## config.mk

```make
export PLATFORM = sky130hd
export DESIGN_NAME = dmx512_frame_transmitter
export DESIGN_NICKNAME = d
export VERILOG_FILES = /design/src/rtl/core/dmxtx_pkg.sv /design/src/rtl/core/dmxtx_ctrl.sv /design/src/rtl/core/dmxtx_datapath.sv /design/src/rtl/core/dmxtx_outbuf.sv /design/src/rtl/core/dmx512_frame_transmitter.sv
export SDC_FILE = /design/constraint.sdc
export NUM_CORES = 2
export LEC_CHECK = 0
export BUFFER_PORTS_ARGS = -buffer_cell sky130_fd_sc_hd__buf_2
export CAP_MARGIN = 20
export CELL_PAD_IN_SITES_DETAIL_PLACEMENT = 0
export CELL_PAD_IN_SITES_GLOBAL_PLACEMENT = 1
export CORE_MARGIN = 2
export CORE_UTILIZATION = 47
export CTS_CLUSTER_DIAMETER = 40
export DETAILED_ROUTE_END_ITERATION = 10
export PLACE_DENSITY_LB_ADDON = 0.1
export SKIP_LAST_GASP = 1
export SYNTH_ARGS = -nofsm -noshare
export SYNTH_HDL_FRONTEND = slang
export SYNTH_SLANG_ARGS = --single-unit
export TNS_END_PERCENT = 5
```

## constraint.sdc

```tcl
create_clock -name clk_i -period 23.7 [get_ports clk_i]
set_clock_uncertainty 0.2 [all_clocks]
set_input_delay 3.555 -clock clk_i [delete_from_list [all_inputs] [get_ports clk_i]]
set_output_delay 3.555 -clock clk_i [all_outputs]
set_load 0.02 [all_outputs]
```

## src/rtl/core/dmxtx_pkg.sv

```systemverilog
// ----------------------------------------------------------------------------
// dmxtx_pkg
// Shared codes, types and constants of the DMX512 frame transmitter.
// ----------------------------------------------------------------------------
package dmxtx_pkg;

  // Command codes carried on the func field of an input word
  localparam logic [2:0] FUNC_TICK   = 3'd0;
  localparam logic [2:0] FUNC_WRITE  = 3'd1;
  localparam logic [2:0] FUNC_COMMIT = 3'd2;
  localparam logic [2:0] FUNC_PAUSE  = 3'd3;
  localparam logic [2:0] FUNC_RESUME = 3'd4;
  localparam logic [2:0] FUNC_CLEAR  = 3'd5;

  // Configuration register indexes
  localparam int unsigned CFG_IDX_W = 3;
  localparam logic [CFG_IDX_W-1:0] CFG_BIT_TICKS     = 3'd0;
  localparam logic [CFG_IDX_W-1:0] CFG_BREAK_TICKS   = 3'd1;
  localparam logic [CFG_IDX_W-1:0] CFG_MAB_TICKS     = 3'd2;
  localparam logic [CFG_IDX_W-1:0] CFG_GAP_TICKS     = 3'd3;
  localparam logic [CFG_IDX_W-1:0] CFG_REFRESH_TICKS = 3'd4;
  localparam int unsigned CFG_DATA_W = 24;

  // Configuration reset values
  localparam logic [7:0]  BIT_TICKS_RST     = 8'd4;
  localparam logic [15:0] BREAK_TICKS_RST   = 16'd115;
  localparam logic [15:0] MAB_TICKS_RST     = 16'd7;
  localparam logic [15:0] GAP_TICKS_RST     = 16'd44;
  localparam logic [23:0] REFRESH_TICKS_RST = 24'd1000000;

  // Serial byte framing: start bit, eight data bits, two stop bits
  localparam logic [10:0] SHIFT_IDLE = 11'h7FF;
  localparam logic [3:0]  FRAME_BITS = 4'd11;

  // Line phase as shown on tx_phase
  typedef enum logic [2:0] {
    PH_STOP  = 3'd0,
    PH_GAP   = 3'd1,
    PH_BREAK = 3'd2,
    PH_MAB   = 3'd3,
    PH_DATA  = 3'd4,
    PH_FULL  = 3'd5,
    PH_PAUSE = 3'd6
  } phase_e;

  // One result word
  typedef struct packed {
    logic       tx_line;
    logic [2:0] tx_phase;
    logic [9:0] slot_position;
    logic       frame_done;
  } res_t;

  // Commands from the controller to the datapath
  typedef struct packed {
    logic step;    // an input word is taken this cycle
    logic clr_we;  // clearing pass writes zero at the clear address
  } cmd_t;

endpackage

```

## src/rtl/core/dmxtx_ctrl.sv

```systemverilog
// ----------------------------------------------------------------------------
// dmxtx_ctrl
// Sequencer: runs the store clearing pass and gates the input channel.
// ----------------------------------------------------------------------------
module dmxtx_ctrl #(
  parameter int unsigned MAX_SLOTS = 512,
  parameter int unsigned AW        = 9
) (
  input  logic                clk_i,
  input  logic                rst_ni,
  input  logic                in_valid_i,
  input  logic [2:0]          func_i,
  input  logic                buf_full_i,
  output logic                in_stall_o,
  output dmxtx_pkg::cmd_t     cmd_o,
  output logic [AW-1:0]       clr_addr_o
);
  import dmxtx_pkg::*;

  typedef enum logic {
    ST_CLEAR,
    ST_RUN
  } state_e;

  localparam logic [AW-1:0] LAST_ADDR = AW'(MAX_SLOTS - 1);

  state_e        state_q;
  logic [AW-1:0] clr_addr_q;
  logic          accept;

  // Stall while clearing or when the result buffer is full
  assign in_stall_o   = (state_q != ST_RUN) || buf_full_i;
  assign accept       = in_valid_i && !in_stall_o;
  assign cmd_o.step   = accept;
  assign cmd_o.clr_we = (state_q == ST_CLEAR);
  assign clr_addr_o   = clr_addr_q;

  // Sweep the store after reset and after a clear word
  always_ff @(posedge clk_i or negedge rst_ni) begin
    if (!rst_ni) begin
      state_q    <= ST_CLEAR;
      clr_addr_q <= '0;
    end else begin
      unique case (state_q)
        ST_CLEAR: begin
          if (clr_addr_q == LAST_ADDR) begin
            state_q    <= ST_RUN;
            clr_addr_q <= '0;
          end else begin
            clr_addr_q <= clr_addr_q + 1'b1;
          end
        end
        ST_RUN: begin
          if (accept && func_i == FUNC_CLEAR) begin
            state_q    <= ST_CLEAR;
            clr_addr_q <= '0;
          end
        end
        default: begin
          state_q <= ST_CLEAR;
        end
      endcase
    end
  end

endmodule

```

## src/rtl/core/dmxtx_datapath.sv

```systemverilog
// ----------------------------------------------------------------------------
// dmxtx_datapath
// Frame state, serial shifter, refresh timer, slot store and config registers.
// ----------------------------------------------------------------------------
module dmxtx_datapath #(
  parameter int unsigned MAX_SLOTS = 512,
  parameter int unsigned AW        = 9,
  parameter int unsigned CW        = 10
) (
  input  logic                                  clk_i,
  input  logic                                  rst_ni,
  input  dmxtx_pkg::cmd_t                       cmd_i,
  input  logic [AW-1:0]                         clr_addr_i,
  input  logic [2:0]                            func_i,
  input  logic [8:0]                            slot_index_i,
  input  logic [7:0]                            slot_value_i,
  input  logic [9:0]                            channel_count_i,
  input  logic                                  cfg_we_i,
  input  logic [dmxtx_pkg::CFG_IDX_W-1:0]       cfg_index_i,
  input  logic [dmxtx_pkg::CFG_DATA_W-1:0]      cfg_data_i,
  output dmxtx_pkg::res_t                       res_o
);
  import dmxtx_pkg::*;

  localparam logic [CW-1:0] SLOTS_CW  = CW'(MAX_SLOTS);
  localparam logic [9:0]    SLOTS_10  = 10'(MAX_SLOTS);

  // Configuration registers
  logic [7:0]  bit_ticks_q;
  logic [15:0] break_ticks_q, mab_ticks_q, gap_ticks_q;
  logic [23:0] refresh_ticks_q;

  // Frame state
  phase_e        phase_q, phase_d;
  logic [CW-1:0] slot_q, slot_d;
  logic [CW-1:0] active_q, active_d;
  logic [3:0]    bitc_q, bitc_d;
  logic [15:0]   tick_q, tick_d;
  logic [10:0]   shift_q, shift_d;
  logic [23:0]   refr_q, refr_d;

  // Slot store
  logic [7:0]    mem [MAX_SLOTS];
  logic [7:0]    rd_q;
  logic          mem_we;
  logic [AW-1:0] mem_wa;
  logic [7:0]    mem_wd;
  logic [AW-1:0] rd_addr;

  // Serial byte step helpers
  logic [7:0]    bit1;
  logic [15:0]   brk1, mab1;
  logic [15:0]   tick_inc;
  logic [3:0]    bitc_inc;
  logic          busy_q, cb_fire, cb_fin;
  logic [15:0]   cb_tick;
  logic [10:0]   cb_shift;
  logic [3:0]    cb_bitc;
  logic [CW-1:0] limit, count_clamp;
  logic          done, go_gap, go_break, is_tick;

  // Write configuration registers; unknown indexes are dropped
  always_ff @(posedge clk_i or negedge rst_ni) begin
    if (!rst_ni) begin
      bit_ticks_q     <= BIT_TICKS_RST;
      break_ticks_q   <= BREAK_TICKS_RST;
      mab_ticks_q     <= MAB_TICKS_RST;
      gap_ticks_q     <= GAP_TICKS_RST;
      refresh_ticks_q <= REFRESH_TICKS_RST;
    end else if (cfg_we_i) begin
      unique case (cfg_index_i)
        CFG_BIT_TICKS:     bit_ticks_q     <= cfg_data_i[7:0];
        CFG_BREAK_TICKS:   break_ticks_q   <= cfg_data_i[15:0];
        CFG_MAB_TICKS:     mab_ticks_q     <= cfg_data_i[15:0];
        CFG_GAP_TICKS:     gap_ticks_q     <= cfg_data_i[15:0];
        CFG_REFRESH_TICKS: refresh_ticks_q <= cfg_data_i;
        default: ;
      endcase
    end
  end

  // Zero bit, break and mab settings act as one
  assign bit1 = (bit_ticks_q == '0) ? 8'd1 : bit_ticks_q;
  assign brk1 = (break_ticks_q == '0) ? 16'd1 : break_ticks_q;
  assign mab1 = (mab_ticks_q == '0) ? 16'd1 : mab_ticks_q;

  // One tick of the serial byte, from the registered state
  assign busy_q   = (shift_q != SHIFT_IDLE) || (bitc_q != '0);
  assign tick_inc = tick_q + 16'd1;
  assign bitc_inc = bitc_q + 4'd1;
  assign cb_fire  = tick_inc >= {8'd0, bit1};
  assign cb_fin   = cb_fire && (bitc_inc >= FRAME_BITS);
  assign cb_tick  = cb_fire ? 16'd0 : tick_inc;
  assign cb_shift = !cb_fire ? shift_q : (cb_fin ? SHIFT_IDLE : {1'b1, shift_q[10:1]});
  assign cb_bitc  = !cb_fire ? bitc_q : (cb_fin ? 4'd0 : bitc_inc);

  assign limit       = (phase_q == PH_FULL) ? SLOTS_CW : active_q;
  assign count_clamp = (channel_count_i > SLOTS_10) ? SLOTS_CW : channel_count_i[CW-1:0];

  // Next frame state for the word taken this cycle
  always_comb begin
    phase_d  = phase_q;
    slot_d   = slot_q;
    bitc_d   = bitc_q;
    tick_d   = tick_q;
    shift_d  = shift_q;
    refr_d   = refr_q;
    active_d = active_q;
    done     = 1'b0;
    go_gap   = 1'b0;
    go_break = 1'b0;
    is_tick  = 1'b0;
    if (cmd_i.step) begin
      unique case (func_i)
        FUNC_TICK: begin
          is_tick = 1'b1;
          if (refr_q != '1) begin
            refr_d = refr_q + 24'd1;
          end
          unique case (phase_q)
            PH_GAP: begin
              // finish a byte still in flight when the gap opened, then count the gap
              if (busy_q) begin
                tick_d  = cb_tick;
                shift_d = cb_shift;
                bitc_d  = cb_bitc;
                if (cb_fin && gap_ticks_q == '0) begin
                  go_break = 1'b1;
                end
              end else begin
                tick_d = tick_inc;
                if (tick_inc >= gap_ticks_q) begin
                  go_break = 1'b1;
                end
              end
            end
            PH_BREAK: begin
              tick_d = tick_inc;
              if (tick_inc >= brk1) begin
                phase_d = PH_MAB;
                tick_d  = '0;
              end
            end
            PH_MAB: begin
              tick_d = tick_inc;
              if (tick_inc >= mab1) begin
                phase_d = (bitc_q != '0) ? PH_FULL : PH_DATA;
                slot_d  = '0;
                shift_d = {2'b11, 8'd0, 1'b0};
                bitc_d  = '0;
                tick_d  = '0;
              end
            end
            PH_DATA, PH_FULL: begin
              tick_d  = cb_tick;
              shift_d = cb_shift;
              bitc_d  = cb_bitc;
              if (cb_fin) begin
                if (slot_q >= limit) begin
                  done   = 1'b1;
                  go_gap = 1'b1;
                end else begin
                  // next slot's level was prefetched from the store
                  slot_d  = slot_q + 1'b1;
                  shift_d = {2'b11, rd_q, 1'b0};
                  bitc_d  = '0;
                  tick_d  = '0;
                end
              end
            end
            PH_PAUSE: begin
              if (busy_q) begin
                tick_d  = cb_tick;
                shift_d = cb_shift;
                bitc_d  = cb_bitc;
              end
            end
            default: ;
          endcase
        end
        FUNC_COMMIT: begin
          active_d = count_clamp;
          if (phase_q == PH_STOP) begin
            go_gap = 1'b1;
          end
        end
        FUNC_PAUSE: begin
          if (phase_q != PH_STOP && phase_q != PH_PAUSE) begin
            if (phase_q == PH_BREAK || phase_q == PH_MAB) begin
              bitc_d  = '0;
              tick_d  = '0;
              shift_d = SHIFT_IDLE;
            end
            if (shift_d == SHIFT_IDLE && bitc_d == '0) begin
              tick_d = '0;
            end
            phase_d = PH_PAUSE;
          end
        end
        FUNC_RESUME: begin
          go_gap = 1'b1;
        end
        FUNC_CLEAR: begin
          active_d = '0;
        end
        default: ;
      endcase

      // Enter the gap: abandon break or mab, check for a zero-length gap
      if (go_gap) begin
        if (phase_d == PH_BREAK || phase_d == PH_MAB || phase_d == PH_STOP) begin
          bitc_d  = '0;
          tick_d  = '0;
          shift_d = SHIFT_IDLE;
        end
        phase_d = PH_GAP;
        if (shift_d == SHIFT_IDLE && bitc_d == '0) begin
          tick_d = '0;
          if (gap_ticks_q == '0) begin
            go_break = 1'b1;
          end
        end
      end

      // Start the break; bit counter flags a forced full frame
      if (go_break) begin
        phase_d = PH_BREAK;
        tick_d  = '0;
        slot_d  = '0;
        shift_d = SHIFT_IDLE;
        if (refr_d > refresh_ticks_q) begin
          refr_d = '0;
          bitc_d = 4'd1;
        end else begin
          bitc_d = '0;
        end
      end
    end
  end

  // Hold frame state
  always_ff @(posedge clk_i or negedge rst_ni) begin
    if (!rst_ni) begin
      phase_q  <= PH_STOP;
      slot_q   <= '0;
      active_q <= '0;
      bitc_q   <= '0;
      tick_q   <= '0;
      shift_q  <= SHIFT_IDLE;
      refr_q   <= '0;
    end else begin
      phase_q  <= phase_d;
      slot_q   <= slot_d;
      active_q <= active_d;
      bitc_q   <= bitc_d;
      tick_q   <= tick_d;
      shift_q  <= shift_d;
      refr_q   <= refr_d;
    end
  end

  // Store port: clearing pass has the write port to itself
  assign mem_we  = cmd_i.clr_we ||
                   (cmd_i.step && func_i == FUNC_WRITE && 10'(slot_index_i) < SLOTS_10);
  assign mem_wa  = cmd_i.clr_we ? clr_addr_i : slot_index_i[AW-1:0];
  assign mem_wd  = cmd_i.clr_we ? 8'd0 : slot_value_i;
  assign rd_addr = (slot_d < SLOTS_CW) ? slot_d[AW-1:0] : '0;

  // Prefetch the level of the slot after the current one, forwarding a same-cycle write
  always_ff @(posedge clk_i) begin
    if (mem_we) begin
      mem[mem_wa] <= mem_wd;
    end
    if (mem_we && mem_wa == rd_addr) begin
      rd_q <= mem_wd;
    end else begin
      rd_q <= mem[rd_addr];
    end
  end

  // Tick words show the state before the update, others the state after it
  always_comb begin
    if (is_tick) begin
      res_o.tx_line       = (phase_q == PH_BREAK) ? 1'b0 : shift_q[0];
      res_o.tx_phase      = phase_q;
      res_o.slot_position = 10'(slot_q);
    end else begin
      res_o.tx_line       = (phase_d == PH_BREAK) ? 1'b0 : shift_d[0];
      res_o.tx_phase      = phase_d;
      res_o.slot_position = 10'(slot_d);
    end
    res_o.frame_done = done;
  end

endmodule

```

## src/rtl/core/dmxtx_outbuf.sv

```systemverilog
// ----------------------------------------------------------------------------
// dmxtx_outbuf
// Two-word result buffer between the datapath and the output channel.
// ----------------------------------------------------------------------------
module dmxtx_outbuf (
  input  logic             clk_i,
  input  logic             rst_ni,
  input  logic             push_i,
  input  dmxtx_pkg::res_t  res_i,
  output logic             full_o,
  output logic             out_valid_o,
  input  logic             out_stall_i,
  output dmxtx_pkg::res_t  res_o
);
  import dmxtx_pkg::*;

  logic [1:0] count_q, count_d;
  res_t       head_q, tail_q;
  logic       pop;

  assign out_valid_o = (count_q != 2'd0);
  assign full_o      = (count_q == 2'd2);
  assign pop         = out_valid_o && !out_stall_i;
  assign res_o       = head_q;

  always_comb begin
    count_d = count_q;
    if (push_i && !pop) begin
      count_d = count_q + 2'd1;
    end else if (pop && !push_i) begin
      count_d = count_q - 2'd1;
    end
  end

  // Hold the word count
  always_ff @(posedge clk_i or negedge rst_ni) begin
    if (!rst_ni) begin
      count_q <= '0;
    end else begin
      count_q <= count_d;
    end
  end

  // Advance the payload: new words go to the free slot, pop shifts tail to head
  always_ff @(posedge clk_i) begin
    priority if (count_q == 2'd2) begin
      if (pop) begin
        head_q <= tail_q;
      end
    end else if (count_q == 2'd1) begin
      if (push_i && pop) begin
        head_q <= res_i;
      end else if (push_i) begin
        tail_q <= res_i;
      end
    end else begin
      if (push_i) begin
        head_q <= res_i;
      end
    end
  end

endmodule

```

## src/rtl/core/dmx512_frame_transmitter.sv

```systemverilog
// ----------------------------------------------------------------------------
// dmx512_frame_transmitter
// DMX512 line transmitter stepped by input words, one word per timebase tick.
//
// Input channel (in_valid_i / in_stall_o) takes a command word: tick, write
// slot, commit count, pause, resume or clear. Every taken word gives exactly
// one result word on the output channel (out_valid_o / out_stall_i) holding
// the line level, phase, slot position and end-of-frame flag.
// A taken word's result is registered in the result buffer; one word is
// taken per cycle while in_stall_o is low. A two-word result buffer lets the
// input go on while one result waits, so a stalled receiver holds off the
// input only once both buffer words are full.
// The slot store is a memory of MAX_SLOTS levels with one write port and one
// registered read port. After reset, and after each clear word, a clearing
// pass writes zero into it one entry a cycle, with in_stall_o held high.
// Configuration writes (cfg_valid_i / cfg_ready_o) are taken at any time,
// including during the clearing pass, and apply to the next tick.
// ----------------------------------------------------------------------------
module dmx512_frame_transmitter #(
  parameter int unsigned MAX_SLOTS = 512
) (
  input  logic                                  clk_i,
  input  logic                                  rst_ni,
  // command words
  input  logic                                  in_valid_i,
  output logic                                  in_stall_o,
  input  logic [2:0]                            func_i,
  input  logic [8:0]                            slot_index_i,
  input  logic [7:0]                            slot_value_i,
  input  logic [9:0]                            channel_count_i,
  // result words
  output logic                                  out_valid_o,
  input  logic                                  out_stall_i,
  output logic                                  tx_line_o,
  output logic [2:0]                            tx_phase_o,
  output logic [9:0]                            slot_position_o,
  output logic                                  frame_done_o,
  // configuration writes
  input  logic                                  cfg_valid_i,
  output logic                                  cfg_ready_o,
  input  logic [dmxtx_pkg::CFG_IDX_W-1:0]       cfg_index_i,
  input  logic [dmxtx_pkg::CFG_DATA_W-1:0]      cfg_data_i
);
  import dmxtx_pkg::*;

  localparam int unsigned AW = $clog2(MAX_SLOTS);
  localparam int unsigned CW = $clog2(MAX_SLOTS + 1);

  cmd_t          cmd;
  logic [AW-1:0] clr_addr;
  logic          buf_full;
  res_t          res_new, res_out;

  assign cfg_ready_o = 1'b1;

  dmxtx_ctrl #(
    .MAX_SLOTS (MAX_SLOTS),
    .AW        (AW)
  ) u_ctrl (
    .clk_i      (clk_i),
    .rst_ni     (rst_ni),
    .in_valid_i (in_valid_i),
    .func_i     (func_i),
    .buf_full_i (buf_full),
    .in_stall_o (in_stall_o),
    .cmd_o      (cmd),
    .clr_addr_o (clr_addr)
  );

  dmxtx_datapath #(
    .MAX_SLOTS (MAX_SLOTS),
    .AW        (AW),
    .CW        (CW)
  ) u_datapath (
    .clk_i           (clk_i),
    .rst_ni          (rst_ni),
    .cmd_i           (cmd),
    .clr_addr_i      (clr_addr),
    .func_i          (func_i),
    .slot_index_i    (slot_index_i),
    .slot_value_i    (slot_value_i),
    .channel_count_i (channel_count_i),
    .cfg_we_i        (cfg_valid_i && cfg_ready_o),
    .cfg_index_i     (cfg_index_i),
    .cfg_data_i      (cfg_data_i),
    .res_o           (res_new)
  );

  dmxtx_outbuf u_outbuf (
    .clk_i       (clk_i),
    .rst_ni      (rst_ni),
    .push_i      (cmd.step),
    .res_i       (res_new),
    .full_o      (buf_full),
    .out_valid_o (out_valid_o),
    .out_stall_i (out_stall_i),
    .res_o       (res_out)
  );

  assign tx_line_o       = res_out.tx_line;
  assign tx_phase_o      = res_out.tx_phase;
  assign slot_position_o = res_out.slot_position;
  assign frame_done_o    = res_out.frame_done;

endmodule

```

==> results.py <==
metrics = {
    "outcome": {
        "outcome": "completed",
    },
    "route": {
        "ant_nets": 0,
        "wire_per_inst_um": 38.7,
        "firstDrtPassIters": 8,
        "via_count": 96531,
        "drt_iter0_markers": 13338,
        "drc": 0,
        "routed_wl_um": 577000,
        "vias_per_cell": 6.47,
    },
    "pwr": {
        "power_density_nw_per_um2": 98.6,
        "peakVddDrop_mv": 0.0794,
        "p_total_mw": 19.7,
        "swShare": 0.253,
        "netSwitchingPower_mw": 4.98,
        "p_clk_frac": 0.450,
        "p_seq_frac": 0.462,
        "leakage_nw": 64.7,
        "p_comb_frac": 0.088,
        "internal_power_mw": 14.7,
    },
    "cells_and_area": {
        "syn_to_final_growth_pct": 15.4,
        "design_area_um2": 199000,
        "final_common_cell": "edfxtp_1",
        "final_layout_size_suffix_gt1_frac": 0.240,
        "nets": 9760,
        "final_cell_mix": "4126 x edfxtp_1, 884 x mux4_2, 685 x nor2_1",
        "nFillCells": 28284,
    },
    "grt": {
        "use_met3": 0.0698,
        "gr-usage-met1": 0.426,
        "grt_start_max_net_pins": 201,
        "grt_pass1_wl_um": 788000,
        "grtUsageMet2": 0.474,
        "busiest_layer": "met2",
        "track_usage": 0.308,
        "antenna_found_initial": 45,
        "grt_pass1_vias": 93898,
        "grt_overflow": 0,
    },
    "floorplanning": {
        "io_pins": 80,
        "die_w_um": 610,
        "core-area_um2": 366000,
        "die_h_um": 610,
        "initial_core_util": 0.472,
        "rows": 222,
        "die-area_um2": 372000,
    },
    "hold_path": {
        "hp-start": "u_datapath.shift_q[2]$_DFFE_PN1P_",
        "holdCritPathClass": "reg2reg",
    },
    "logic_synthesis": {
        "synthFlopType": "edfxtp_1",
        "yosysTopAreaCell": "edfxtp_1",
        "synth-seq-cells": 4305,
        "synth_warnings": 0,
        "netlist-cell-type-count": 100,
        "netlist_instances": 9172,
        "async_flop_share": 0.0395,
        "avgSynthCellArea_um2": 18.8,
        "synth_nets": 9337,
        "synth_top_area_share": 0.717,
        "yosys-top-cells-area": "edfxtp_1 72%, mux4_2 12%, mux2i_1 2.3%, dfrtp_1 2.0%, nor2_1 1.5%",
        "yosysSeqAreaShare": 0.743,
        "synth_edf_count": 4126,
        "synth_area_um2": 173000,
    },
    "clock_network": {
        "cts_post_setup_buffers_inserted": 0,
        "cts-root-buf": "clkbuf_16",
        "clock_latency_ns": 1.08,
        "cts_sinks": 4305,
        "htree_levels": 6,
        "cts_made_buffers": 587,
        "cts-hold-fix-buffers": 0,
        "cts_resized": 0,
        "clkTransAtPathRegs_ns": 0.06,
        "clk_path_buf_depth": 4,
        "cts_tree": "done",
    },
    "critical_path": {
        "crit_type": "reg2reg",
        "worstSetupStartpointType": "flip-flop",
        "endpoint_kind": "flip-flop",
        "crit_fanout": 92,
        "cp.required_ns": 24.49,
        "crit_arrival_ns": 10.57,
    },
    "placement": {
        "port_buffers": 78,
        "place_hpwl_um": 357000,
        "place_area_um2": 179000,
        "place.gp.congestion": 0.887,
    },
    "sta": {
        "tns_ns": 0,
        "finalSetupViolations": 0,
        "layout_min_cycle_time_ns": 9.77,
        "hold_violations": 0,
        "fmax_ghz": 0.102,
        "min_period_over_period": 0.412,
        "worstMarginPinSlew_ns": 1.26,
        "grt_setup_unrepaired": "no",
        "maxSlewHeadroom": 0.157,
        "slew_violations": 0,
    },
    "run": {
        "drv_cap": 0,
    },
}
-- worst max-delay path, stage by stage (launching register included) --
cell and delay (ns):
dfxtp_4 0.80, buf_12 0.56, buf_12 0.59, buf_4 0.81, buf_4 0.70, buf_4 0.62
mux4_2 0.59, a221oi_1 0.77, o22ai_1 0.14, nor4b_1 0.91, buf_4 0.30, o211a_1 0.31
o32ai_1 0.14, nor2_1 0.13, a211o_1 0.21, o31ai_4 0.16, a211oi_2 0.90, o211ai_1 0.16
a21bo_2 0.24
-- kinds of logic after synthesis --
group,synth area share
fa+ha+maj,0.00746
other cells,0.0000217
buf+inv,0.0192
simple gates,0.0421
compound gates,0.0438
mux,0.142
xor+xnor,0.00188
flops,0.743
-- power by group through the flow --
| stage | combinational [mW] | sequential, mW | clock [mW] |
|---|---|---|---|
| after floorplan | 0.786 | 9.51 | 0 |
| after global placement | 1.65 | 9.23 | 0 |
| after detailed placement | 1.71 | 9.24 | 0 |
| after CTS | 1.71 | 9.08 | 8.90 |
| after global routing | 1.81 | 9.09 | 9.22 |
| final | 1.73 | 9.09 | 8.84 |
-- per-layer routing --
layer / share of wire / wire (µm)
met4: 0.044 / 25400
met1: 0.40 / 231000
met3: 0.092 / 53300
met5: 0.00026 / 151
met2: 0.46 / 268000
-- worst paths after layout --
check | endpoint | slack, ns | depth (start not counted)
setup / recovery | u_datapath.tick_q[2]$_DFFE_PN0P_ | 13.93 | 18
hold / removal | u_datapath.shift_q[2]$_DFFE_PN1P_ | 0.30 | 2
setup reg to reg | u_datapath.tick_q[2]$_DFFE_PN0P_ | 13.93 | 18
hold reg to reg | u_datapath.shift_q[2]$_DFFE_PN1P_ | 0.30 | 2
max in group asynchronous | u_datapath.active_q[7]$_DFFE_PN0P_ | 19.30 | 3
min in group asynchronous | u_datapath.bit_ticks_q[3]$_DFFE_PN0P_ | 2.23 | 1
-- cells in the mapped netlist (all sizes together), types with 51 or more instances --
cell / number
nor2: 701
mux4: 884
a22o: 53
nand2: 418
mux2i: 391
buf: 299
nor3: 62
nand3: 143
inv: 132
a22oi: 241
o21ai: 192
clkbuf: 251
edfxtp: 4126
a221oi: 51
dfrtp: 140
mux2: 65
a21oi: 155
ha: 103
-- registers in the layout, summed over array words and instances, names as in the netlist, named ones only --
signal                      cells
u_datapath.refr_q              24
u_datapath.refresh_ticks_q     24
u_outbuf.res_o                 15
u_datapath.tick_q              16
u_datapath.bit_ticks_q          8
u_datapath.gap_ticks_q         16
u_datapath.break_ticks_q       16
u_datapath.phase_q              3
u_datapath.slot_q              10
u_outbuf.count_q                2
u_datapath.bitc_q               4
u_ctrl.clr_addr_o               9
u_datapath.active_q            10
u_datapath.mem               4096
u_ctrl.state_q                  1
u_datapath.mab_ticks_q         16
u_outbuf.tail_q                15
u_datapath.shift_q             11
-- metrics by stage --
| step | std cells | hold WS (ns) | utilization | worst slack (ns) |
|---|---|---|---|---|
| 5_1_grt | 14898 | 0.299 | 0.545 | 13.45 |
| 3_3_place_gp | 13785 | 0.289 | 0.489 | 13.90 |
| 3_5_place_dp | 13804 | 0.287 | 0.490 | 13.91 |
| 4_1_cts | 14873 | 0.295 | 0.544 | 13.89 |
| 2_1_floorplan | 9172 | 0.255 | - | 12.05 |
| 6_report | 14914 | 0.295 | 0.545 | 13.93 |
-- area by class of cell --
type	instances	area, µm²	area share
tap	4816	6030	0.0302
clock buffer	672	15300	0.0770
timing repair buffer	384	2990	0.0150
antenna	23	57.6	0.000289
inverter	132	498	0.00250
sequential	4305	128000	0.644
multi-input combinational	4185	41500	0.208
clock inverter	397	4380	0.0220
(Power assumes the default switching activity.)
